File: src/rtl/ipv4fd_pkg.sv
// Shared types, constants and helper functions for the IPv4 forwarding decision block.
// It has no dependencies. The route cell, the top level and the checker import it.
`timescale 1ns / 1ps

package ipv4fd_pkg;

  // Widths of the stream payloads. Each is padded up to whole bytes.
  localparam int S_TDATA_W = 112;
  localparam int M_TDATA_W = 64;
  localparam int CFG_IDX_W = 2;
  localparam int CFG_DATA_W = 32;

  // Header framing constants.
  localparam int HDR_WORDS = 10;
  localparam int ETH_HEADER_BYTES = 14;
  localparam int ICMP_HEADER_BYTES = 4;
  localparam int IPV4_HDR_BYTES = 20;
  localparam logic [15:0] MIN_FRAME_LEN = 16'(ETH_HEADER_BYTES + IPV4_HDR_BYTES);
  localparam logic [15:0] MIN_ICMP_FRAME_LEN =
      16'(ETH_HEADER_BYTES + IPV4_HDR_BYTES + ICMP_HEADER_BYTES);

  localparam logic [3:0] IP_VERSION_4 = 4'd4;
  localparam logic [3:0] IP_IHL_5 = 4'd5;
  localparam logic [7:0] PROTO_ICMP = 8'h01;
  localparam logic [7:0] ICMP_ECHO_REQUEST = 8'h08;
  localparam logic [15:0] TTL_ONE = 16'h0100;

  // Kind of an input transaction, carried on tuser.
  localparam logic OP_ROUTE_WRITE = 1'b0;
  localparam logic OP_HEADER_WORD = 1'b1;

  // Verdict codes.
  typedef enum logic [2:0] {
    ACT_MALFORMED    = 3'd0,
    ACT_BAD_CSUM     = 3'd1,
    ACT_PORT_UNREACH = 3'd2,
    ACT_ECHO_REPLY   = 3'd3,
    ACT_LOCAL_DROP   = 3'd4,
    ACT_TTL_EXCEEDED = 3'd5,
    ACT_NET_UNREACH  = 3'd6,
    ACT_FORWARD      = 3'd7
  } action_e;

  // Route entry write, broadcast to every cell of the route chain.
  typedef struct packed {
    logic        en;
    logic [3:0]  index;
    logic [31:0] dest;
    logic [31:0] mask;
    logic [1:0]  port;
    logic        valid;
  } route_wr_t;

  // Lookup token handed from one route cell to the next.
  typedef struct packed {
    logic        tok;
    logic [31:0] dst;
    logic        found;
    logic [5:0]  plen;
    logic [1:0]  port;
  } walk_t;

  // Ones-complement addition of two 16-bit words.
  function automatic logic [15:0] ones_add(input logic [15:0] a, input logic [15:0] b);
    logic [16:0] s;
    s = {1'b0, a} + {1'b0, b};
    return s[15:0] + {15'd0, s[16]};
  endfunction

  // Count of one bits in a byte.
  function automatic logic [3:0] popcount8(input logic [7:0] v);
    logic [3:0] n;
    n = 4'd0;
    for (int b = 0; b < 8; b++) begin
      n = n + {3'd0, v[b]};
    end
    return n;
  endfunction

  // Prefix length of a mask: the count of its one bits.
  function automatic logic [5:0] popcount32(input logic [31:0] v);
    logic [4:0] lo;
    logic [4:0] hi;
    lo = {1'b0, popcount8(v[7:0])} + {1'b0, popcount8(v[15:8])};
    hi = {1'b0, popcount8(v[23:16])} + {1'b0, popcount8(v[31:24])};
    return {1'b0, lo} + {1'b0, hi};
  endfunction

endpackage

File: src/rtl/ipv4_forwarding_decision.sv
// Top level of the IPv4 header check and longest-prefix forwarding decision.
// Depends on ipv4fd_pkg and instantiates a chain of ipv4fd_route_cell.
`timescale 1ns / 1ps

// Channel       Direction  Handshake                  Carries
// s_axis        in         s_axis_tvalid/tready       route write or one header word
// m_axis        out        m_axis_tvalid/tready       one verdict per header
// cfg           in         cfg_we_i (no wait)         router interface addresses
//
// The input takes one header word or route write per cycle while it is ready.
// After the tenth word the block evaluates the header; when the verdict needs
// the route table, the lookup token walks the cell chain, one cell per cycle.
// Input is held off during evaluation and the walk, and the tenth word is held
// off while the previous verdict still waits in the output register.
// Reset clears the word count, the route valid bits and the address registers.

module ipv4_forwarding_decision #(
  parameter int ROUTE_ENTRIES = 16
) (
  input  logic                                clk_i,
  input  logic                                rst_ni,
  // Fields from bit 0: route_index[3:0], route_dest[35:4], route_mask[67:36],
  // route_port[69:68], route_valid[70], header_word[86:71],
  // frame_length[102:87], icmp_byte[110:103], zero pad[111].
  input  logic [ipv4fd_pkg::S_TDATA_W-1:0]    s_axis_tdata_i,
  // Fields from bit 0: op[0].
  input  logic                                s_axis_tuser_i,
  input  logic                                s_axis_tvalid_i,
  output logic                                s_axis_tready_o,
  // Fields from bit 0: action[2:0], out_port[4:3], dst_address[36:5],
  // new_ttl[44:37], new_checksum[60:45], zero pad[63:61].
  output logic [ipv4fd_pkg::M_TDATA_W-1:0]    m_axis_tdata_o,
  output logic                                m_axis_tvalid_o,
  input  logic                                m_axis_tready_i,
  input  logic                                cfg_we_i,
  input  logic [ipv4fd_pkg::CFG_IDX_W-1:0]    cfg_index_i,
  input  logic [ipv4fd_pkg::CFG_DATA_W-1:0]   cfg_data_i
);
  import ipv4fd_pkg::*;

  localparam logic [1:0] ST_IDLE = 2'd0;
  localparam logic [1:0] ST_EVAL = 2'd1;
  localparam logic [1:0] ST_WALK = 2'd2;
  localparam logic [3:0] LAST_WORD = 4'(HDR_WORDS - 1);

  // Input field views.
  logic [3:0]  in_route_index;
  logic [31:0] in_route_dest;
  logic [31:0] in_route_mask;
  logic [1:0]  in_route_port;
  logic        in_route_valid;
  logic [15:0] in_header_word;
  logic [15:0] in_frame_length;
  logic [7:0]  in_icmp_byte;

  assign in_route_index  = s_axis_tdata_i[3:0];
  assign in_route_dest   = s_axis_tdata_i[35:4];
  assign in_route_mask   = s_axis_tdata_i[67:36];
  assign in_route_port   = s_axis_tdata_i[69:68];
  assign in_route_valid  = s_axis_tdata_i[70];
  assign in_header_word  = s_axis_tdata_i[86:71];
  assign in_frame_length = s_axis_tdata_i[102:87];
  assign in_icmp_byte    = s_axis_tdata_i[110:103];

  logic [1:0]  state_q, state_d;
  logic [3:0]  word_count_q;
  logic [15:0] other_sum_q;
  logic [15:0] stored_csum_q;
  logic [15:0] ttl_proto_q;
  logic        form_ok_q;
  logic [15:0] dst_hi_q;
  logic [31:0] dst_q;
  logic [15:0] frame_len_q;
  logic [7:0]  icmp_byte_q;
  logic [7:0]  nttl_q;
  logic [15:0] ncsum_q;
  logic [31:0] local_addr_q [4];

  logic        out_valid_q;
  action_e     out_action_q;
  logic [1:0]  out_port_q;
  logic [31:0] out_dst_q;
  logic [7:0]  out_ttl_q;
  logic [15:0] out_csum_q;

  logic        in_fire;
  logic        hdr_fire;
  logic        last_fire;
  route_wr_t   route_wr;
  walk_t       chain [ROUTE_ENTRIES+1];

  // Input is taken only while idle; the closing word also needs a free output register.
  assign s_axis_tready_o = (state_q == ST_IDLE) &&
                           (!out_valid_q || (word_count_q != LAST_WORD));
  assign in_fire   = s_axis_tvalid_i && s_axis_tready_o;
  assign hdr_fire  = in_fire && (s_axis_tuser_i == OP_HEADER_WORD);
  assign last_fire = hdr_fire && (word_count_q == LAST_WORD);

  // Interface address registers.
  always_ff @(posedge clk_i or negedge rst_ni) begin
    if (!rst_ni) begin
      for (int i = 0; i < 4; i++) begin
        local_addr_q[i] <= '0;
      end
    end else if (cfg_we_i) begin
      local_addr_q[cfg_index_i] <= cfg_data_i;
    end
  end

  // Word counter; route writes leave it alone.
  always_ff @(posedge clk_i or negedge rst_ni) begin
    if (!rst_ni) begin
      word_count_q <= '0;
    end else if (hdr_fire) begin
      word_count_q <= last_fire ? 4'd0 : word_count_q + 4'd1;
    end
  end

  // Header field capture and running checksum of all words except TTL/protocol
  // and the stored checksum.
  always_ff @(posedge clk_i or negedge rst_ni) begin
    if (!rst_ni) begin
      other_sum_q   <= '0;
      stored_csum_q <= '0;
      ttl_proto_q   <= '0;
      form_ok_q     <= 1'b0;
    end else if (hdr_fire) begin
      unique case (word_count_q)
        4'd0: begin
          other_sum_q <= in_header_word;
          form_ok_q   <= (in_header_word[15:12] == IP_VERSION_4) &&
                         (in_header_word[11:8] == IP_IHL_5);
        end
        4'd4: ttl_proto_q   <= in_header_word;
        4'd5: stored_csum_q <= in_header_word;
        default: other_sum_q <= ones_add(other_sum_q, in_header_word);
      endcase
    end
  end

  always_ff @(posedge clk_i) begin
    if (hdr_fire && (word_count_q == 4'd8)) begin
      dst_hi_q <= in_header_word;
    end
    if (last_fire) begin
      dst_q       <= {dst_hi_q, in_header_word};
      frame_len_q <= in_frame_length;
      icmp_byte_q <= in_icmp_byte;
    end
  end

  // Verdict logic for the evaluation cycle.
  logic [15:0] sum_all;
  logic        csum_bad;
  logic        is_local;
  logic [7:0]  ttl;
  logic        need_route;
  action_e     eval_action;

  assign sum_all  = ones_add(other_sum_q, ttl_proto_q);
  assign csum_bad = (~sum_all) != stored_csum_q;
  assign ttl      = ttl_proto_q[15:8];

  always_comb begin
    is_local = 1'b0;
    for (int i = 0; i < 4; i++) begin
      is_local = is_local || ((local_addr_q[i] != '0) && (local_addr_q[i] == dst_q));
    end
  end

  always_comb begin
    need_route = 1'b0;
    priority if (!form_ok_q || (frame_len_q < MIN_FRAME_LEN)) begin
      eval_action = ACT_MALFORMED;
    end else if (csum_bad) begin
      eval_action = ACT_BAD_CSUM;
    end else if (is_local) begin
      priority if (ttl_proto_q[7:0] != PROTO_ICMP) begin
        eval_action = ACT_PORT_UNREACH;
      end else if (frame_len_q < MIN_ICMP_FRAME_LEN) begin
        eval_action = ACT_LOCAL_DROP;
      end else if (icmp_byte_q == ICMP_ECHO_REQUEST) begin
        eval_action = ACT_ECHO_REPLY;
      end else begin
        eval_action = ACT_LOCAL_DROP;
      end
    end else if (ttl <= 8'd1) begin
      eval_action = ACT_TTL_EXCEEDED;
    end else begin
      eval_action = ACT_NET_UNREACH;
      need_route  = 1'b1;
    end
  end

  // Forward fields are prepared during evaluation for use at the end of the walk.
  always_ff @(posedge clk_i) begin
    if (state_q == ST_EVAL) begin
      nttl_q  <= ttl - 8'd1;
      ncsum_q <= ~ones_add(other_sum_q, ttl_proto_q - TTL_ONE);
    end
  end

  // Sequencer.
  always_comb begin
    state_d = state_q;
    unique case (state_q)
      ST_IDLE: if (last_fire) state_d = ST_EVAL;
      ST_EVAL: state_d = need_route ? ST_WALK : ST_IDLE;
      ST_WALK: if (chain[ROUTE_ENTRIES].tok) state_d = ST_IDLE;
      default: state_d = ST_IDLE;
    endcase
  end

  always_ff @(posedge clk_i or negedge rst_ni) begin
    if (!rst_ni) begin
      state_q <= ST_IDLE;
    end else begin
      state_q <= state_d;
    end
  end

  // Route chain: writes are broadcast, the lookup token enters cell 0.
  assign route_wr = '{en:    in_fire && (s_axis_tuser_i == OP_ROUTE_WRITE),
                      index: in_route_index,
                      dest:  in_route_dest,
                      mask:  in_route_mask,
                      port:  in_route_port,
                      valid: in_route_valid};

  assign chain[0] = '{tok:   (state_q == ST_EVAL) && need_route,
                      dst:   dst_q,
                      found: 1'b0,
                      plen:  6'd0,
                      port:  2'd0};

  for (genvar g = 0; g < ROUTE_ENTRIES; g++) begin : g_cell
    ipv4fd_route_cell #(
      .CellIdx (g)
    ) u_cell (
      .clk_i  (clk_i),
      .rst_ni (rst_ni),
      .wr_i   (route_wr),
      .walk_i (chain[g]),
      .walk_o (chain[g+1])
    );
  end

  // Output register.
  logic load_eval;
  logic load_walk;

  assign load_eval = (state_q == ST_EVAL) && !need_route;
  assign load_walk = (state_q == ST_WALK) && chain[ROUTE_ENTRIES].tok;

  always_ff @(posedge clk_i or negedge rst_ni) begin
    if (!rst_ni) begin
      out_valid_q <= 1'b0;
    end else if (load_eval || load_walk) begin
      out_valid_q <= 1'b1;
    end else if (m_axis_tready_i) begin
      out_valid_q <= 1'b0;
    end
  end

  always_ff @(posedge clk_i) begin
    if (load_eval) begin
      out_action_q <= eval_action;
      out_port_q   <= 2'd0;
      out_dst_q    <= dst_q;
      out_ttl_q    <= 8'd0;
      out_csum_q   <= 16'd0;
    end else if (load_walk) begin
      out_dst_q <= dst_q;
      if (chain[ROUTE_ENTRIES].found) begin
        out_action_q <= ACT_FORWARD;
        out_port_q   <= chain[ROUTE_ENTRIES].port;
        out_ttl_q    <= nttl_q;
        out_csum_q   <= ncsum_q;
      end else begin
        out_action_q <= ACT_NET_UNREACH;
        out_port_q   <= 2'd0;
        out_ttl_q    <= 8'd0;
        out_csum_q   <= 16'd0;
      end
    end
  end

  assign m_axis_tvalid_o = out_valid_q;
  assign m_axis_tdata_o  = {3'd0, out_csum_q, out_ttl_q, out_dst_q, out_port_q, out_action_q};

endmodule

File: src/rtl/ipv4fd_route_cell.sv
// One route table entry with its own match logic, a link in the lookup chain.
// Depends on ipv4fd_pkg for the write and token structs and popcount32.
`timescale 1ns / 1ps

module ipv4fd_route_cell #(
  parameter int CellIdx = 0
) (
  input  logic                  clk_i,
  input  logic                  rst_ni,
  input  ipv4fd_pkg::route_wr_t wr_i,
  input  ipv4fd_pkg::walk_t     walk_i,
  output ipv4fd_pkg::walk_t     walk_o
);
  import ipv4fd_pkg::*;

  logic        valid_q;
  logic [31:0] prefix_q;
  logic [31:0] mask_q;
  logic [5:0]  plen_q;
  logic [1:0]  port_q;
  logic        wr_sel;
  logic        hit;
  logic        take;
  logic        tok_q;
  walk_t       walk_d;
  walk_t       walk_q;

  assign wr_sel = wr_i.en && ({28'd0, wr_i.index} == 32'(CellIdx));

  // The valid bit is cleared by reset; the entry payload is only defined once written.
  always_ff @(posedge clk_i or negedge rst_ni) begin
    if (!rst_ni) begin
      valid_q <= 1'b0;
    end else if (wr_sel) begin
      valid_q <= wr_i.valid;
    end
  end

  always_ff @(posedge clk_i) begin
    if (wr_sel) begin
      prefix_q <= wr_i.dest;
      mask_q   <= wr_i.mask;
      plen_q   <= popcount32(wr_i.mask);
      port_q   <= wr_i.port;
    end
  end

  // A matching entry replaces the best so far only with a strictly longer prefix,
  // so the lowest index wins on ties.
  assign hit  = valid_q && ((walk_i.dst & mask_q) == prefix_q);
  assign take = hit && (!walk_i.found || (plen_q > walk_i.plen));

  always_comb begin
    walk_d = walk_i;
    if (take) begin
      walk_d.found = 1'b1;
      walk_d.plen  = plen_q;
      walk_d.port  = port_q;
    end
  end

  // Hand the token to the next cell in the following cycle.
  always_ff @(posedge clk_i or negedge rst_ni) begin
    if (!rst_ni) begin
      tok_q <= 1'b0;
    end else begin
      tok_q <= walk_i.tok;
    end
  end

  always_ff @(posedge clk_i) begin
    walk_q <= walk_d;
  end

  always_comb begin
    walk_o     = walk_q;
    walk_o.tok = tok_q;
  end

endmodule

File: config.mk
export PLATFORM = sky130hd
export DESIGN_NAME = ipv4_forwarding_decision
export DESIGN_NICKNAME = d
export VERILOG_FILES = /design/src/rtl/ipv4fd_pkg.sv /design/src/rtl/ipv4_forwarding_decision.sv /design/src/rtl/ipv4fd_route_cell.sv
export SDC_FILE = /design/constraint.sdc
export NUM_CORES = 2
export LEC_CHECK = 0
export CAP_MARGIN = 20
export CORE_AREA = 2 2 429 324
export CTS_CLUSTER_SIZE = 10
export DETAILED_ROUTE_END_ITERATION = 8
export DIE_AREA = 0 0 431 326
export DONT_BUFFER_PORTS = 1
export HOLD_SLACK_MARGIN = 0.05
export PLACE_DENSITY = 0.75
export SLEW_MARGIN = 0
export SYNTH_ARGS = -nofsm -noshare
export SYNTH_HDL_FRONTEND = slang
export SYNTH_SLANG_ARGS = --single-unit
File: constraint.sdc
create_clock -name clk_i -period 7.25 [get_ports clk_i]
set_input_delay 1.45 -clock clk_i [delete_from_list [all_inputs] [get_ports clk_i]]
set_output_delay 1.45 -clock clk_i [all_outputs]
set_load 0.01 [all_outputs]
==> results by group <==
Critical path
  – Worst endpoint required time: 7.68 ns
  – CP startpoint kind: flip-flop
  – Worst Path Max Fanout: 35
  – Setup slack, reg-to-reg: 1.09 ns
  – Crit. End Element: flip-flop
  – Setup CP Type: reg2reg
  – Crit path DAT: 6.59 ns

GRT
  – Global-route wire length before repair: 284,000 um
  – Gr ovfl total: 0
  – Overall track demand over capacity in global routing: 28.3%
  – Number of global-route vias before repair: 41,380
  – Maximum number of pins on one net before global-route repair: 217
  – Initial antenna violation count: 29

Floorplan
  – Count of pins on the block boundary: 218
  – Core Rows: 118
  – Vertical extent of the die: 326 um
  – Core region area: 0.137 mm2
  – Area of the die: 0.141 mm2
  – Starting density of the core: 56.5%
  – Die X: 431 um

CTS
  – CTS root buffer: sky130_fd_sc_hd__clkbuf_16
  – Number of buffers on the longest clock path: 3
  – Cts-stage hold buffer count: 0
  – Number of clock sinks seen by CTS: 2,142
  – H-tree depth reported by CTS: 4
  – Number of post-CTS setup repair buffers: 0
  – Post-CTS sizing: 0
  – Post-CTS clock slew at the launch and capture registers of the worst setup and hold paths: 0.06 ns
  – Worst-Skew Late Latency: 0.87 ns
  – Clock tree from TritonCTS: built
  – Num CTS Buffers: 233

STA
  – Worst path setup slack after routing: 1.09 ns
  – Fin Hold WS: 0.319 ns
  – Worst clock skew on the final layout: 0.0613 ns
  – Final clock period utilization by the worst path: 84.9%
  – Max-slew violation count: 0
  – Setup repair after global routing missed its margin: false
  – Final period demand of the worst path: 6.16 ns
  – Fmax: 0.162 GHz
  – Normalized max-slew margin: 24.7%
  – Transition time of the tightest slew-check pin: 1.12 ns
  – Final hold violations: 0
  – Total negative setup slack: 0 ns
  – Number of failing setup endpoints in the final timing report: 0

Yosys
  – Flop and latch count out of synthesis: 2,142
  – Sequential fraction of the synthesis area: 73.5%
  – Count of mapped cells out of synthesis: 5,142
  – Number of warning messages in the yosys log: 0
  – Mapped Avg Cell Area: 15.0 um2
  – Dominant register cell in the synthesized netlist: sky130_fd_sc_hd__edfxtp_1
  – Cell area after technology mapping: 0.0773 mm2
  – Async set-reset flop share out of synthesis: 10.1%
  – Number of enable flip-flop cells after synthesis: 1,282
  – Synth unique cells: 78

Routing
  – Final WL: 199,000 um
  – Total number of vias: 42,754
  – Mean routed wirelength per cell: 27.1 um
  – Routed via count divided by cell count: 5.82
  – Antenna-violating nets left: 0
  – DRC: 0
  – Detailed-router iteration count before antenna repair: 6
  – Drt initial violations: 5,651

Pwr
  – Combinational share of power: 15.5%
  – Switching Power: 8120 uW
  – Power per cell area: 347 mW/mm2
  – Static power due to leakage: 0.0313 uW
  – Switching share of total power: 27.0%
  – Worst IR Drop VDD: 0.361 mV
  – Cell internal pwr: 21,900 uW
  – Clock share of power: 35.9%
  – Share of power burned in registers: 48.6%

Finish
  – Core occupancy in the finished layout: 63.4%
  – Area taken by flip-flops and latches: 0.0568 mm2
  – Number of inserted filler cells in the final layout: 9,493
  – Share of final-layout standard cells stronger than drive strength 1: 10.0%
  – Multi-input gate area in the final layout: 0.0197 mm2
  – Area growth, synth to finish: 12.2%
  – Count of nets after finishing: 5,670

Placed design
  – Minimum setup slack after placement: 0.765 ns
  – Post-detailed-placement half-perimeter wirelength: 132,000 um
  – Final weighted congestion in routability-driven placement: 0.900
  – Number of buffer cells added on primary ports: 0

Run status
  – Outcome: complete, no violations

Run
  – Max-cap violations: 0

Hold path
  – Worst hold path type: in2async
[metal layers]
layer,vias to the layer above,share of wire (%),GRT usage (%)
li1,18765,-,-
met1,21544,41,41.6
met2,2153,44,42.1
met3,292,12,7.20
met4,0,2.5,7.95
met5,-,0,0
[per-stage QoR]
stage | instance area (um2) | cells | total power, uW
floorplan | 77300 | 5144 | 17900
global placement | 79700 | 6896 | 19300
detailed placement | 79700 | 6896 | 19400
CTS | 86700 | 7335 | 30100
global route | 86700 | 7338 | 31200
finish | 86700 | 7342 | 30100
[flip-flops by register name (all words and copies together) (netlist names), 15 cells and up]
| signal | count |
|---|---|
| frame_len_q | 15 |
| local_addr_q | 128 |
| out_dst_q | 32 |
| g_cell.u_cell.mask_q | 512 |
| ncsum_q | 16 |
| g_cell.u_cell.port_q | 32 |
| other_sum_q | 16 |
| g_cell.u_cell.plen_q | 96 |
| g_cell.u_cell.walk_o | 618 |
| dst_q | 32 |
| g_cell.u_cell.prefix_q | 512 |
| dst_hi_q | 16 |
| ttl_proto_q | 16 |
| out_csum_q | 16 |
| g_cell.u_cell.valid_q | 16 |
| stored_csum_q | 16 |
| g_cell.u_cell.tok_q | 16 |
[logic make-up (layout without fill, tap and decap cells)]
group	after synthesis	in the layout	share of synthesized area (%)
xor gates and xnor gates	708	708	8.03
AOI/OAI and AO/OA	358	358	2.87
muxes	233	233	3.38
and+or+nand+nor	1263	1263	7.76
adders and majority gates	184	184	3.23
other	1	7	0.00485
DFF	2142	2142	73.5
buffers and inverters	253	647	1.26
[power by group through the flow]
stage	combinational (uW)	clock, uW	sequential, uW
6_report	4670	10800	14600
3_3_place_gp	4470	0	14800
4_1_cts	4630	10900	14600
3_5_place_dp	4580	0	14800
2_1_floorplan	3260	0	14600
5_1_grt	5160	11400	14700
[cells in the mapped netlist (65+ instances only)]
master	count	area share (%)
sky130_fd_sc_hd__a21oi_1	90	0.58
sky130_fd_sc_hd__clkbuf_1	77	0.37
sky130_fd_sc_hd__dfrtp_1	216	7.0
sky130_fd_sc_hd__dfxtp_1	644	17
sky130_fd_sc_hd__edfxtp_1	1282	50
sky130_fd_sc_hd__ha_1	158	2.6
sky130_fd_sc_hd__inv_1	164	0.80
sky130_fd_sc_hd__mux2_2	225	3.3
sky130_fd_sc_hd__nand2_1	679	3.3
sky130_fd_sc_hd__nand3_1	74	0.48
sky130_fd_sc_hd__nand4_1	132	1.1
sky130_fd_sc_hd__nor2_1	65	0.32
sky130_fd_sc_hd__nor4_1	122	0.99
sky130_fd_sc_hd__o21ai_0	131	0.85
sky130_fd_sc_hd__xnor2_1	195	2.2
sky130_fd_sc_hd__xor2_1	512	5.8
[critical path, stage by stage (launching register included)]
cell                       delay (ns)
sky130_fd_sc_hd__dfrtp_1         0.38
sky130_fd_sc_hd__ha_1            0.18
sky130_fd_sc_hd__inv_1           0.05
sky130_fd_sc_hd__fa_1            0.38
sky130_fd_sc_hd__nand2b_1        0.19
sky130_fd_sc_hd__a21oi_1         0.45
sky130_fd_sc_hd__o21a_1          0.27
sky130_fd_sc_hd__o211ai_1        0.13
sky130_fd_sc_hd__a21oi_1         0.18
sky130_fd_sc_hd__nor2_1          0.09
sky130_fd_sc_hd__nor2b_1         0.12
sky130_fd_sc_hd__o21ai_0         0.08
sky130_fd_sc_hd__nand2b_1        0.11
sky130_fd_sc_hd__ha_1            0.18
sky130_fd_sc_hd__ha_1            0.19
sky130_fd_sc_hd__nand2_1         0.12
sky130_fd_sc_hd__nor3_2          0.48
sky130_fd_sc_hd__xnor2_1         0.14
sky130_fd_sc_hd__a32oi_1         0.21
sky130_fd_sc_hd__nor4_1          0.06
sky130_fd_sc_hd__o311a_2         0.41
sky130_fd_sc_hd__a31oi_2         0.17
sky130_fd_sc_hd__buf_4           0.31
sky130_fd_sc_hd__nand2b_2        0.82
[cell type report]
cell class / count / share of cell area, %
timing repair buffer: 44 / 0.459
sequential: 2142 / 65.5
tap: 1800 / 2.60
clock inverter: 17 / 0.394
inverter: 164 / 0.710
antenna: 4 / 0.0115
clock buffer: 422 / 7.59
multi-input combinational: 2749 / 22.7
[layout by cell type, fill, tap and decap left out, types with 43 or more instances in the layout]
| cell | Yosys | final |
|---|---|---|
| sky130_fd_sc_hd__edfxtp_1 | 1282 | 1282 |
| sky130_fd_sc_hd__nand2_1 | 679 | 679 |
| sky130_fd_sc_hd__dfxtp_1 | 644 | 644 |
| sky130_fd_sc_hd__xor2_1 | 512 | 512 |
| sky130_fd_sc_hd__clkbuf_16 | 0 | 235 |
| sky130_fd_sc_hd__mux2_2 | 225 | 225 |
| sky130_fd_sc_hd__dfrtp_1 | 216 | 216 |
| sky130_fd_sc_hd__xnor2_1 | 195 | 195 |
| sky130_fd_sc_hd__clkbuf_1 | 77 | 187 |
| sky130_fd_sc_hd__inv_1 | 164 | 164 |
| sky130_fd_sc_hd__ha_1 | 158 | 158 |
| sky130_fd_sc_hd__nand4_1 | 132 | 132 |
| sky130_fd_sc_hd__o21ai_0 | 131 | 130 |
| sky130_fd_sc_hd__nor4_1 | 122 | 122 |
| sky130_fd_sc_hd__a21oi_1 | 90 | 90 |
| sky130_fd_sc_hd__nand3_1 | 74 | 74 |
| sky130_fd_sc_hd__nor2_1 | 65 | 52 |
| sky130_fd_sc_hd__nand2b_1 | 44 | 43 |
[final timing paths]
check | start | depth (start not counted) | endpoint
max | other_sum_q[0]$_DFFE_PN0P_ | 23 | out_action_q[2]$_SDFFCE_PN1P_
min | rst_ni | 0 | other_sum_q[7]$_DFFE_PN0P_
max reg2reg | other_sum_q[0]$_DFFE_PN0P_ | 23 | out_action_q[2]$_SDFFCE_PN1P_
min reg2reg | g_cell[2].u_cell.walk_o[38]$_DFF_P_ | 0 | g_cell[3].u_cell.walk_o[38]$_DFF_P_
max in group asynchronous | rst_ni | 0 | g_cell[14].u_cell.valid_q$_DFFE_PN0P_
min in group clk_i | g_cell[2].u_cell.walk_o[38]$_DFF_P_ | 0 | g_cell[3].u_cell.walk_o[38]$_DFF_P_
Note: power is estimated with default switching activity, not from simulation.
